`config.mk`:
```
export PLATFORM = sky130hd
export DESIGN_NAME = int64_divide_remainder_flat
export DESIGN_NICKNAME = d
export VERILOG_FILES = /design/src/i64dr_pkg.sv /design/src/i64dr_if.sv /design/src/i64dr_ctrl.sv /design/src/i64dr_dpath.sv /design/src/int64_divide_remainder.sv /design/src/flat_wrapper.sv
export SDC_FILE = /design/constraint.sdc
export NUM_CORES = 1
export LEC_CHECK = 0
export BUFFER_PORTS_ARGS = -buffer_cell sky130_fd_sc_hd__buf_4
export CAP_MARGIN = 20
export CORE_MARGIN = 2
export CORE_UTILIZATION = 50
export CTS_CLUSTER_SIZE = 28
export DETAILED_ROUTE_END_ITERATION = 6
export GPL_TIMING_DRIVEN = 0
export PLACE_DENSITY = 0.7
export SLEW_MARGIN = 0
export SYNTH_ARGS = -nofsm -noshare
export SYNTH_HDL_FRONTEND = slang
export SYNTH_SLANG_ARGS = --single-unit
```
`constraint.sdc`:
```
create_clock -name clk_i -period 10.83 [get_ports clk_i]
set_clock_uncertainty 0.2 [all_clocks]
set_input_delay 2.166 -clock clk_i [delete_from_list [all_inputs] [get_ports clk_i]]
set_output_delay 2.166 -clock clk_i [all_outputs]
set_load 0.05 [all_outputs]
```
`src/i64dr_pkg.sv`:
```
// ----------------------------------------------------------------------------
// i64dr_pkg
// Types and constants shared by the divider controller, datapath and top.
// ----------------------------------------------------------------------------
package i64dr_pkg;

  // Width of the dividend, divisor and result fields.
  localparam int unsigned FIELD_W = 64;
  localparam int unsigned CMD_W   = 2;

  // Command encodings.
  localparam logic [CMD_W-1:0] CMD_SIGNED_QUO   = 2'd0;
  localparam logic [CMD_W-1:0] CMD_SIGNED_REM   = 2'd1;
  localparam logic [CMD_W-1:0] CMD_UNSIGNED_QUO = 2'd2;
  localparam logic [CMD_W-1:0] CMD_UNSIGNED_REM = 2'd3;

  // Controller states, one-hot.
  typedef enum logic [3:0] {
    ST_IDLE = 4'b0001,
    ST_PREP = 4'b0010,
    ST_ITER = 4'b0100,
    ST_FIX  = 4'b1000
  } state_e;

  // Commands from the controller to the datapath.
  typedef struct packed {
    logic load;    // capture operands and take magnitudes
    logic prep;    // build the triple-divisor multiple
    logic step;    // retire one radix-4 quotient digit
    logic finish;  // sign fix-up and load the output register
  } ctrl_cmd_t;

  // Status from the datapath to the controller.
  typedef struct packed {
    logic div_zero;  // captured divisor is zero
    logic out_free;  // output register can take a new beat
  } dp_status_t;

endpackage

```
`src/i64dr_if.sv`:
```
// ----------------------------------------------------------------------------
// i64dr_if
// Valid/ready channel interfaces for the divider request and response.
// ----------------------------------------------------------------------------

// Request channel: command and operands.
interface i64dr_req_if;
  logic                                valid;
  logic                                ready;
  logic [i64dr_pkg::CMD_W-1:0]         command;
  logic [i64dr_pkg::FIELD_W-1:0]       dividend;
  logic [i64dr_pkg::FIELD_W-1:0]       divisor;

  modport source (output valid, output command, output dividend, output divisor,
                  input ready);
  modport sink   (input valid, input command, input dividend, input divisor,
                  output ready);
endinterface

// Response channel: result and divide-by-zero flag.
interface i64dr_rsp_if;
  logic                                valid;
  logic                                ready;
  logic [i64dr_pkg::FIELD_W-1:0]       result;
  logic                                divide_by_zero;

  modport source (output valid, output result, output divide_by_zero, input ready);
  modport sink   (input valid, input result, input divide_by_zero, output ready);
endinterface

```
`src/i64dr_ctrl.sv`:
```
// ----------------------------------------------------------------------------
// i64dr_ctrl
// Sequencer for the divider: load, prepare, iterate digits, fix up, hand off.
// ----------------------------------------------------------------------------
module i64dr_ctrl #(
  parameter int unsigned STEPS = 32
) (
  input  logic                   clk_i,
  input  logic                   rst_ni,
  input  logic                   in_valid_i,
  output logic                   in_ready_o,
  input  i64dr_pkg::dp_status_t  status_i,
  output i64dr_pkg::ctrl_cmd_t   cmd_o
);

  localparam int unsigned CntW = (STEPS > 1) ? $clog2(STEPS) : 1;

  i64dr_pkg::state_e state_q, state_d;
  logic [CntW-1:0]   cnt_q, cnt_d;

  // Next-state and command decode.
  always_comb begin
    state_d    = state_q;
    cnt_d      = cnt_q;
    cmd_o      = '0;
    in_ready_o = 1'b0;
    unique case (state_q)
      i64dr_pkg::ST_IDLE: begin
        in_ready_o = 1'b1;
        if (in_valid_i) begin
          cmd_o.load = 1'b1;
          state_d    = i64dr_pkg::ST_PREP;
        end
      end
      i64dr_pkg::ST_PREP: begin
        cmd_o.prep = 1'b1;
        cnt_d      = CntW'(STEPS - 1);
        // A zero divisor skips the digit loop entirely.
        state_d    = status_i.div_zero ? i64dr_pkg::ST_FIX : i64dr_pkg::ST_ITER;
      end
      i64dr_pkg::ST_ITER: begin
        cmd_o.step = 1'b1;
        if (cnt_q == '0) begin
          state_d = i64dr_pkg::ST_FIX;
        end else begin
          cnt_d = cnt_q - 1'b1;
        end
      end
      i64dr_pkg::ST_FIX: begin
        // Wait here only while the previous result is still unclaimed.
        if (status_i.out_free) begin
          cmd_o.finish = 1'b1;
          state_d      = i64dr_pkg::ST_IDLE;
        end
      end
      default: begin
        state_d = i64dr_pkg::ST_IDLE;
      end
    endcase
  end

  // State and digit counter registers.
  always_ff @(posedge clk_i or negedge rst_ni) begin
    if (!rst_ni) begin
      state_q <= i64dr_pkg::ST_IDLE;
      cnt_q   <= '0;
    end else begin
      state_q <= state_d;
      cnt_q   <= cnt_d;
    end
  end

endmodule

```
`src/i64dr_dpath.sv`:
```
// ----------------------------------------------------------------------------
// i64dr_dpath
// Divider datapath: operand magnitudes, radix-4 digit recurrence, sign
// fix-up and the output register.
// ----------------------------------------------------------------------------
module i64dr_dpath #(
  parameter int unsigned DATA_WIDTH = 64
) (
  input  logic                                clk_i,
  input  logic                                rst_ni,
  input  i64dr_pkg::ctrl_cmd_t                cmd_i,
  output i64dr_pkg::dp_status_t               status_o,
  input  logic [i64dr_pkg::CMD_W-1:0]         command_i,
  input  logic [i64dr_pkg::FIELD_W-1:0]       dividend_i,
  input  logic [i64dr_pkg::FIELD_W-1:0]       divisor_i,
  output logic [i64dr_pkg::FIELD_W-1:0]       result_o,
  output logic                                divide_by_zero_o,
  output logic                                out_valid_o,
  input  logic                                out_ready_i
);

  localparam int unsigned FieldW = i64dr_pkg::FIELD_W;
  localparam int unsigned Steps  = (DATA_WIDTH + 1) / 2;
  localparam int unsigned Wq     = 2 * Steps;   // quotient / remainder width
  localparam int unsigned Wr     = Wq + 2;      // shifted partial remainder

  // Operand and sign capture.
  logic                  signed_q, want_rem_q, neg_a_q, neg_b_q, div_zero_q;
  logic [Wq-1:0]         quo_q;      // dividend bits shift out, digits shift in
  logic [Wq-1:0]         rem_q;      // partial remainder
  logic [Wq-1:0]         d1_q;       // divisor magnitude
  logic [Wr-1:0]         d3_q;       // three times the divisor

  logic [FieldW-1:0]     result_q;
  logic                  dbz_out_q;
  logic                  out_valid_q;

  logic                  is_signed;
  logic [DATA_WIDTH-1:0] a_raw, b_raw, a_mag, b_mag;
  logic                  a_neg, b_neg;

  always_comb begin
    is_signed = (command_i == i64dr_pkg::CMD_SIGNED_QUO) ||
                (command_i == i64dr_pkg::CMD_SIGNED_REM);
    a_raw     = dividend_i[DATA_WIDTH-1:0];
    b_raw     = divisor_i[DATA_WIDTH-1:0];
    a_neg     = is_signed & a_raw[DATA_WIDTH-1];
    b_neg     = is_signed & b_raw[DATA_WIDTH-1];
    // The most negative value negates to itself, which is its magnitude.
    a_mag     = a_neg ? (~a_raw + DATA_WIDTH'(1)) : a_raw;
    b_mag     = b_neg ? (~b_raw + DATA_WIDTH'(1)) : b_raw;
  end

  // Radix-4 digit selection against one, two and three divisors.
  logic [Wr-1:0] r4;
  logic [Wr:0]   diff1, diff2, diff3;
  logic [1:0]    digit;
  logic [Wq-1:0] rem_nxt;

  always_comb begin
    r4    = {rem_q, quo_q[Wq-1 -: 2]};
    diff1 = {1'b0, r4} - {1'b0, Wr'(d1_q)};
    diff2 = {1'b0, r4} - {1'b0, Wr'({d1_q, 1'b0})};
    diff3 = {1'b0, r4} - {1'b0, d3_q};
    priority if (!diff3[Wr]) begin
      digit   = 2'd3;
      rem_nxt = diff3[Wq-1:0];
    end else if (!diff2[Wr]) begin
      digit   = 2'd2;
      rem_nxt = diff2[Wq-1:0];
    end else if (!diff1[Wr]) begin
      digit   = 2'd1;
      rem_nxt = diff1[Wq-1:0];
    end else begin
      digit   = 2'd0;
      rem_nxt = r4[Wq-1:0];
    end
  end

  // Sign fix-up of the selected quotient or remainder.
  logic [Wq-1:0]         sel_val;
  logic                  neg_res;
  logic [DATA_WIDTH-1:0] mag_res, fixed_res;

  always_comb begin
    sel_val   = want_rem_q ? rem_q : quo_q;
    neg_res   = signed_q & (want_rem_q ? neg_a_q : (neg_a_q ^ neg_b_q));
    mag_res   = sel_val[DATA_WIDTH-1:0];
    fixed_res = neg_res ? (~mag_res + DATA_WIDTH'(1)) : mag_res;
  end

  // Working registers, no reset needed.
  always_ff @(posedge clk_i) begin
    if (cmd_i.load) begin
      signed_q   <= is_signed;
      want_rem_q <= (command_i == i64dr_pkg::CMD_SIGNED_REM) ||
                    (command_i == i64dr_pkg::CMD_UNSIGNED_REM);
      neg_a_q    <= a_neg;
      neg_b_q    <= b_neg;
      div_zero_q <= (b_raw == '0);
      quo_q      <= Wq'(a_mag);
      rem_q      <= '0;
      d1_q       <= Wq'(b_mag);
    end
    if (cmd_i.prep) begin
      d3_q <= Wr'(d1_q) + Wr'({d1_q, 1'b0});
    end
    if (cmd_i.step) begin
      quo_q <= {quo_q[Wq-3:0], digit};
      rem_q <= rem_nxt;
    end
    if (cmd_i.finish) begin
      result_q  <= div_zero_q ? '0 : FieldW'(fixed_res);
      dbz_out_q <= div_zero_q;
    end
  end

  // Output beat valid.
  always_ff @(posedge clk_i or negedge rst_ni) begin
    if (!rst_ni) begin
      out_valid_q <= 1'b0;
    end else if (cmd_i.finish) begin
      out_valid_q <= 1'b1;
    end else if (out_ready_i) begin
      out_valid_q <= 1'b0;
    end
  end

  assign status_o.div_zero = div_zero_q;
  assign status_o.out_free = ~out_valid_q | out_ready_i;
  assign result_o          = result_q;
  assign divide_by_zero_o  = dbz_out_q;
  assign out_valid_o       = out_valid_q;

endmodule

```
`src/int64_divide_remainder.sv`:
```
// ----------------------------------------------------------------------------
// int64_divide_remainder
// Signed/unsigned 64-bit divider returning quotient or remainder.
//
//   Channel  Dir  Payload                              Beat when
//   in_i     in   command, dividend, divisor           valid & ready
//   out_o    out  result, divide_by_zero               valid & ready
//
// An item passes through load, prepare, the radix-4 digit loop and fix-up
// before output valid; the loop retires STEPS = ceil(DATA_WIDTH/2) digits,
// two quotient bits per cycle. A zero divisor skips the digit loop.
// One item is in flight at a time; the next is accepted while the previous
// result still waits in the output register. Reset clears the sequencer
// and the output valid; a stalled output holds the sequencer in fix-up.
// ----------------------------------------------------------------------------
module int64_divide_remainder #(
  parameter int unsigned DATA_WIDTH = 64
) (
  input  logic              clk_i,
  input  logic              rst_ni,
  i64dr_req_if.sink         in_i,
  i64dr_rsp_if.source       out_o
);

  localparam int unsigned Steps = (DATA_WIDTH + 1) / 2;

  i64dr_pkg::ctrl_cmd_t  cmd;
  i64dr_pkg::dp_status_t status;

  // Sequencer.
  i64dr_ctrl #(
    .STEPS (Steps)
  ) u_ctrl (
    .clk_i      (clk_i),
    .rst_ni     (rst_ni),
    .in_valid_i (in_i.valid),
    .in_ready_o (in_i.ready),
    .status_i   (status),
    .cmd_o      (cmd)
  );

  // Datapath.
  i64dr_dpath #(
    .DATA_WIDTH (DATA_WIDTH)
  ) u_dpath (
    .clk_i            (clk_i),
    .rst_ni           (rst_ni),
    .cmd_i            (cmd),
    .status_o         (status),
    .command_i        (in_i.command),
    .dividend_i       (in_i.dividend),
    .divisor_i        (in_i.divisor),
    .result_o         (out_o.result),
    .divide_by_zero_o (out_o.divide_by_zero),
    .out_valid_o      (out_o.valid),
    .out_ready_i      (out_o.ready)
  );

endmodule

```
`src/flat_wrapper.sv`:
```
// flat-port wrapper written by rule: the top's interface ports become plain ports
module int64_divide_remainder_flat 
#(
  parameter int unsigned DATA_WIDTH = 64
)
  (clk_i, rst_ni, in_i_valid, in_i_command, in_i_dividend, in_i_divisor, in_i_ready, out_o_valid, out_o_result, out_o_divide_by_zero, out_o_ready);
  i64dr_req_if in_i_i ();
  i64dr_rsp_if out_o_i ();
  input  logic clk_i;
  input  logic rst_ni;
  input wire logic [$bits(in_i_i.valid)-1:0] in_i_valid;
  input wire logic [$bits(in_i_i.command)-1:0] in_i_command;
  input wire logic [$bits(in_i_i.dividend)-1:0] in_i_dividend;
  input wire logic [$bits(in_i_i.divisor)-1:0] in_i_divisor;
  output wire logic [$bits(in_i_i.ready)-1:0] in_i_ready;
  output wire logic [$bits(out_o_i.valid)-1:0] out_o_valid;
  output wire logic [$bits(out_o_i.result)-1:0] out_o_result;
  output wire logic [$bits(out_o_i.divide_by_zero)-1:0] out_o_divide_by_zero;
  input wire logic [$bits(out_o_i.ready)-1:0] out_o_ready;
  assign in_i_i.valid = in_i_valid;
  assign in_i_i.command = in_i_command;
  assign in_i_i.dividend = in_i_dividend;
  assign in_i_i.divisor = in_i_divisor;
  assign in_i_ready = in_i_i.ready;
  assign out_o_valid = out_o_i.valid;
  assign out_o_result = out_o_i.result;
  assign out_o_divide_by_zero = out_o_i.divide_by_zero;
  assign out_o_i.ready = out_o_ready;
  int64_divide_remainder #(.DATA_WIDTH(DATA_WIDTH)) u_core (.clk_i(clk_i), .rst_ni(rst_ni), .in_i(in_i_i), .out_o(out_o_i));
endmodule
```
# Word-level counts from Yosys, hierarchy flattened
# Cells that the tools add are included.
# word_totals
reg_bits	338
input_bits	134
elab_cells	82
# op_classes
addsub	8
eq_ne	10
muxes	31
bitwise	9
n_reduce_logical	10
# ops
op	n
2-to-1 mux 64 bit	11
adder 64 x 1 -> 64 bit, second input constant	3
NOT 64 bit	3
subtractor 66 x 64 -> 67 bit	1
subtractor 66 x 65 -> 67 bit	1
subtractor 66 x 66 -> 67 bit	1
adder 64 x 65 -> 66 bit	1
logical NOT 64 bit	1
2-to-1 mux 4 bit	4
case mux 4 bit (4 select lines)	1
2-to-1 mux 1 bit	11
case mux 5 bit (2 select lines)	1
inequality test 2 bit, second input constant	3
nonzero test 2 bit	3
logical NOT 5 bit	1
2-to-1 mux 5 bit	1
subtractor 5 x 1 -> 5 bit, second input constant	1
== test 4 x 1 -> 1 bit, second input constant	1
== test 4 x 2 -> 1 bit, second input constant	1
== test 4 x 3 -> 1 bit, second input constant	1
== test 4 bit, second input constant	1
2-to-1 mux 2 bit	2
AND 1 bit	3
AND reduction 3 bit	1
other kinds (9)	10

# Longest topological paths before layout
# depth
ltp_word	6
depth_mapped	21
ltp_nobuf	15

# Cells and area by module
# A second synthesis with hierarchy kept.
# hier_totals
cells_unflattened	3970
hier_area_um2	33494.6
# modules_own_cells
module	n_inst	cells_per_inst	area_each_um2
i64dr_dpath	1	3920	32995.4
i64dr_ctrl	1	50	499.2

# Worst setup path after synthesis
# No wires, ideal clock.
# synth_path
path_type	input-to-reg
startpoint	input in_i_valid
endpoint	register u_core.u_dpath.quo_q[0], enable pin
t_arrival_ps	5620
setup_slack_ps	4577
stages	2
n_path_buf	0
path_cell_list	and2_1 > or2_2
# synth_between
elab_chain_cells	3
# synth_lines
item	line_no	text
start, declared	flat_wrapper.sv:11	input wire logic [$bits(in_i_i.valid)-1:0] in_i_valid;
2-to-1 mux 1 bit	i64dr_ctrl.sv:30	if (in_valid_i) begin
2-to-1 mux 1 bit	i64dr_ctrl.sv:27	unique case (state_q)
nonzero test 2 bit (no source line)	n/a	
end signal, assigned	i64dr_dpath.sv:101	quo_q <= Wq'(a_mag);
end signal, assigned	i64dr_dpath.sv:109	quo_q <= {quo_q[Wq-3:0], digit};
end, declared	i64dr_dpath.sv:29	logic [Wq-1:0] quo_q;
# Every way passes these cells.
# A chain may end at the register's enable or synchronous reset.

# Worst setup path after layout
# layout_path
startpoint	register u_core.u_dpath.want_rem_q
endpoint	register u_core.u_dpath.result_q[58] (netlist: u_core.u_dpath.result_o[58]), data pin
# layout_between
elab_chain_cells	4
elab_cells_between_ends	6
cone_classes	add/sub (1); mux (3); bitwise (2)
# layout_lines
item	line_no	text
start, declared	i64dr_dpath.sv:28	logic signed_q, want_rem_q, neg_a_q, neg_b_q, div_zero_q;
start signal, assigned	i64dr_dpath.sv:96	want_rem_q <= (command_i == i64dr_pkg::CMD_SIGNED_REM) ||
2-to-1 mux 64 bit	i64dr_dpath.sv:86	sel_val = want_rem_q ? rem_q : quo_q;
NOT 64 bit	i64dr_dpath.sv:89	fixed_res = neg_res ? (~mag_res + DATA_WIDTH'(1)) : mag_res;
adder 64 x 1 -> 64 bit	i64dr_dpath.sv:89	
2-to-1 mux 64 bit *	i64dr_dpath.sv:89	
end signal, assigned	i64dr_dpath.sv:113	result_q <= div_zero_q ? '0 : FieldW'(fixed_res);
end, declared	i64dr_dpath.sv:34	logic [FieldW-1:0] result_q;
# Every way passes the cells marked *; elsewhere a longest branch is shown, timed or not.

==> metrics.md <==
| Metric | Value |
|---|---|
| WL/cell | `between 20 and 25 um` |
| Hold_buf cts | `0` |
| Period utilisation layout | `63.8%` |
| DP HPWL | `between 90000 and 100000 um` |
| Synth Area in Adders | `just over 10%` |
| Final core utilization | `56.8%` |
| Fmax | `0.145 GHz` |
| Synth top area cells | `edfxtp_1 29%, ha_1 9.9%, xnor2_1 6.4%` |
| Slowest CP cell | `or3_1` |
| Layout Cells excl Fill | `about 5100` |
| Residual DRC | `0` |
| Synth Area in Simple Gates | `17.2%` |
| Final hold vios | `0` |
| Syn nets | `4394` |
| Vias per cell | `a little over 6` |
| Port Buf Inserts | `just under 200` |
| Crit path largest cell delay | `between 400 and 500 ps` |
| Layout Nets | `roughly 4600` |
| P_leak | `roughly 15 nW` |
| Final setup fails | `0` |
| CTS sink count | `around 340` |
| Syn avg cell area | `around 8.4 sq um` |
| Core Rows | `94` |
| Placed cell count | `5060` |
| FFs w/ async S/R, synth | `under 10%` |
| Netlist cell types | `91` |
| Hold WS | `slightly above 300 ps` |
| Worst-path fanout max | `10` |
| Slew HR | `21.2%` |
| Path category of the worst min-delay check | `flip-flop to flip-flop` |
| Die width | `263 um` |
| Gr usage total | `32.0%` |
| Post-CTS setup buffers | `0` |
| Cell taking the most area after synthesis | `edfxtp_1` |
| Post-synth EDFFs | `~330` |
| Crit path capture type | `flip-flop` |
| Filler Cells Inserted | `approximately 6300` |
| Yosys top cell area share | `between 20 and 30%` |
| TritonCTS clock tree | `built` |
| Worst EP required | `roughly 11000 ps` |
| P&R area growth vs syn | `12.1%` |
| DP Worst Slack | `approximately 4000 ps` |
| Setup WS post-layout | `roughly 3900 ps` |
| Initial core utilization | `between 50% and 60%` |
| Peak supply drop | `0.136 mV` |
| Setup TNS | `0 ps` |
| Min Tclk post-route | `approximately 6900 ps` |
| DP Area | `~0.036 sq mm` |
| Sequential-to-total area share from yosys stat | `a little under a third` |
| DR iter-0 viols | `roughly 3300` |
| Power Total | `10.8 mW` |
| Die height | `between 200 and 300 um` |
| Status | `finished clean` |
| Mapped Cells | `between 3000 and 4000` |
| CTS Buf Count | `42` |
| Total gr overflow | `0` |
| Clk_lat worst skew | `between 500 and 600 ps` |
| CTS root buffer | `clkbuf_16` |
| Max-cap violations | `0` |
| Final instance area | `about 0.038 sq mm` |
| R2R cell count | `20` |
| Synthesized flop and latch total | `338` |
| Number of global-route vias before repair | `about 29000` |
| Top_reg_cell synth | `edfxtp_1` |
| Synth Area in Compound Gates | `a little under a quarter` |
| Commonest non-fill, non-tap cell in the layout | `a21oi_1` |
| Core region area | `~0.066 sq mm` |
| Post-route ant nets | `0` |
| Clock Path Buffers | `3` |
| ANT cells | `0` |
| Worst Setup Path Type | `flip-flop to flip-flop` |
| Post-synthesis xor/xnor area fraction | `approximately a tenth` |
| Largest family of logic cells by synthesized area | `compound AO/OA/AOI/OAI gates` |
| CTS resizes | `0` |
| First drt pass iteration count | `6` |
| Initial antenna violation count | `2` |
| CTS clk-pin slew, worst paths | `approximately 60 ps` |
| Worst Path Arrival | `approximately 7100 ps` |
| Ys Warns | `0` |
| Worst-margin pin slew | `~1200 ps` |
| DIE AREA | `0.0691 sq mm` |
| First-pass GRT wire length | `approximately 170000 um` |
| CP cell instances | `buf_2 > buf_2 > buf_2 > buf_2 > buf_2 > buf_2 > buf_2 > buf_2 > buf_2 > mux2i_1 > ha_1 > o221ai_1 > and4bb_2 > o21ai_1 > or2_1 > nor2_1 > and3_1 > a41oi_1 > or3_1 > a21oi_1` |
| Largest net degree at the start of global routing | `between 60 and 70` |
| Htree depth | `2` |
| CP Launch Type | `flip-flop` |
| Hold Crit Depth | `1` |
| Crit-path most repeated cell | `buf_2` |
| Most frequent cells in the layout | `401 x a21oi_1, 338 x nand2_1, 328 x edfxtp_1` |
| Cell Area, Synth | `0.0335 sq mm` |
| Mux contribution to synthesized area | `3.50%` |
| Final wirelength | `114000 um` |
| Slew Limit Fails | `0` |
| Routability Congestion | `between 0.9 and 1` |
| Power Density | `approximately 290 mW/mm^2` |
| IO Count | `approximately 200` |
| Unrepaired setup endpoints after global routing | `false` |
| Vias | `about 31000` |
| Share of post-route cells with drive strength above 1 | `between 9 and 10%` |
-- worst max-delay path, delay by kind of cell (launching register included) --
kind                       cells  cell delay [ps]
AOI/OAI and AO/OA              4              850
adders and majority gates      1              220
buffers and inverters          9             2980
DFF                            1              340
muxes                          1              290
and+or+nand+nor                5             1830
-- sequential cells by signal (all words and copies together) (netlist names) --
name,cells
u_core.u_dpath.divide_by_zero_o,1
u_core.u_dpath.neg_b_q,1
u_core.u_dpath.rem_q,64
u_core.u_ctrl.state_q,4
u_core.u_dpath.d1_q,64
u_core.u_dpath.result_o,64
u_core.u_dpath.div_zero_q,1
u_core.u_dpath.neg_a_q,1
u_core.u_dpath.want_rem_q,1
u_core.u_dpath.d3_q,66
u_core.u_dpath.signed_q,1
u_core.u_dpath.out_valid_o,1
u_core.u_dpath.quo_q,64
u_core.u_ctrl.cnt_q,5
-- worst paths after layout --
check	slack, ps	end	startpoint
max	3920	u_core.u_dpath.result_o[58]$_SDFFCE_PP0P_	u_core.u_dpath.want_rem_q$_DFFE_PP_
min	310	u_core.u_ctrl.cnt_q[0]$_DFFE_PN0P_	u_core.u_ctrl.cnt_q[0]$_DFFE_PN0P_
max reg2reg	3920	u_core.u_dpath.result_o[58]$_SDFFCE_PP0P_	u_core.u_dpath.want_rem_q$_DFFE_PP_
min reg2reg	310	u_core.u_ctrl.cnt_q[0]$_DFFE_PN0P_	u_core.u_ctrl.cnt_q[0]$_DFFE_PN0P_
max in group asynchronous	9010	u_core.u_ctrl.state_q[0]$_DFFE_PN1P_	rst_ni
min in group asynchronous	1190	u_core.u_dpath.out_valid_o$_DFFE_PN0P_	rst_ni
-- cell type report --
| cell class | instances | area, sq um | share of cell area, % |
|---|---|---|---|
| buffer | 188 | 762 | 2.03 |
| clock buffer | 55 | 1130 | 3.01 |
| clock inverter | 21 | 211 | 0.563 |
| inverter | 223 | 837 | 2.23 |
| multi-input combinational | 3243 | 21800 | 58.1 |
| sequential | 338 | 10100 | 26.9 |
| tap | 864 | 1080 | 2.88 |
| timing repair buffer | 205 | 1620 | 4.32 |
-- cell families after synthesis --
logic type | count (synthesis)
compound gates | 1263
simple gates | 1191
buf+inv | 411
xor+xnor | 409
flops | 338
fa+ha+maj | 268
mux | 112
-- synthesized netlist by cell type, drive strengths merged, types with 10 or more instances --
cell type  instances
o31ai             45
and4              14
o21bai            47
or3               30
edfxtp           328
nor4              29
inv              223
ha               264
and3              43
nor2b             40
a21oi            402
buf               37
clkbuf           151
nor2             327
o2111ai           10
or2               11
or4               12
mux2i             70
a22oi             13
xnor2            243
o211ai            32
xor2             166
a21o             147
nand2b            33
o221ai            12
a21boi            10
nor3b             25
o21ai            288
o41ai             19
nand2            338
nand4             69
nand3             71
and2              31
a221oi            20
nor3              98
a31oi             56
o22ai             16
o21a              37
mux2              42
a211oi            32
a41oi             13
-- power by group --
part | internal, mW | switching, mW
combinational | 2.61 | 4.40
sequential | 1.98 | 0.428
clock | 0.812 | 0.583
total | 5.41 | 5.42
-- metal layers --
layer,vias up,routed length (um),share of wire (%),GRT usage (%)
met5,-,10,0.0088,0
met4,2,3660,3.2,10.3
met1,14500,51400,45,45.7
met3,190,10700,9.4,5.63
met2,1448,48400,42,48.9
li1,15200,-,-,-
(Power assumes the default switching activity.)
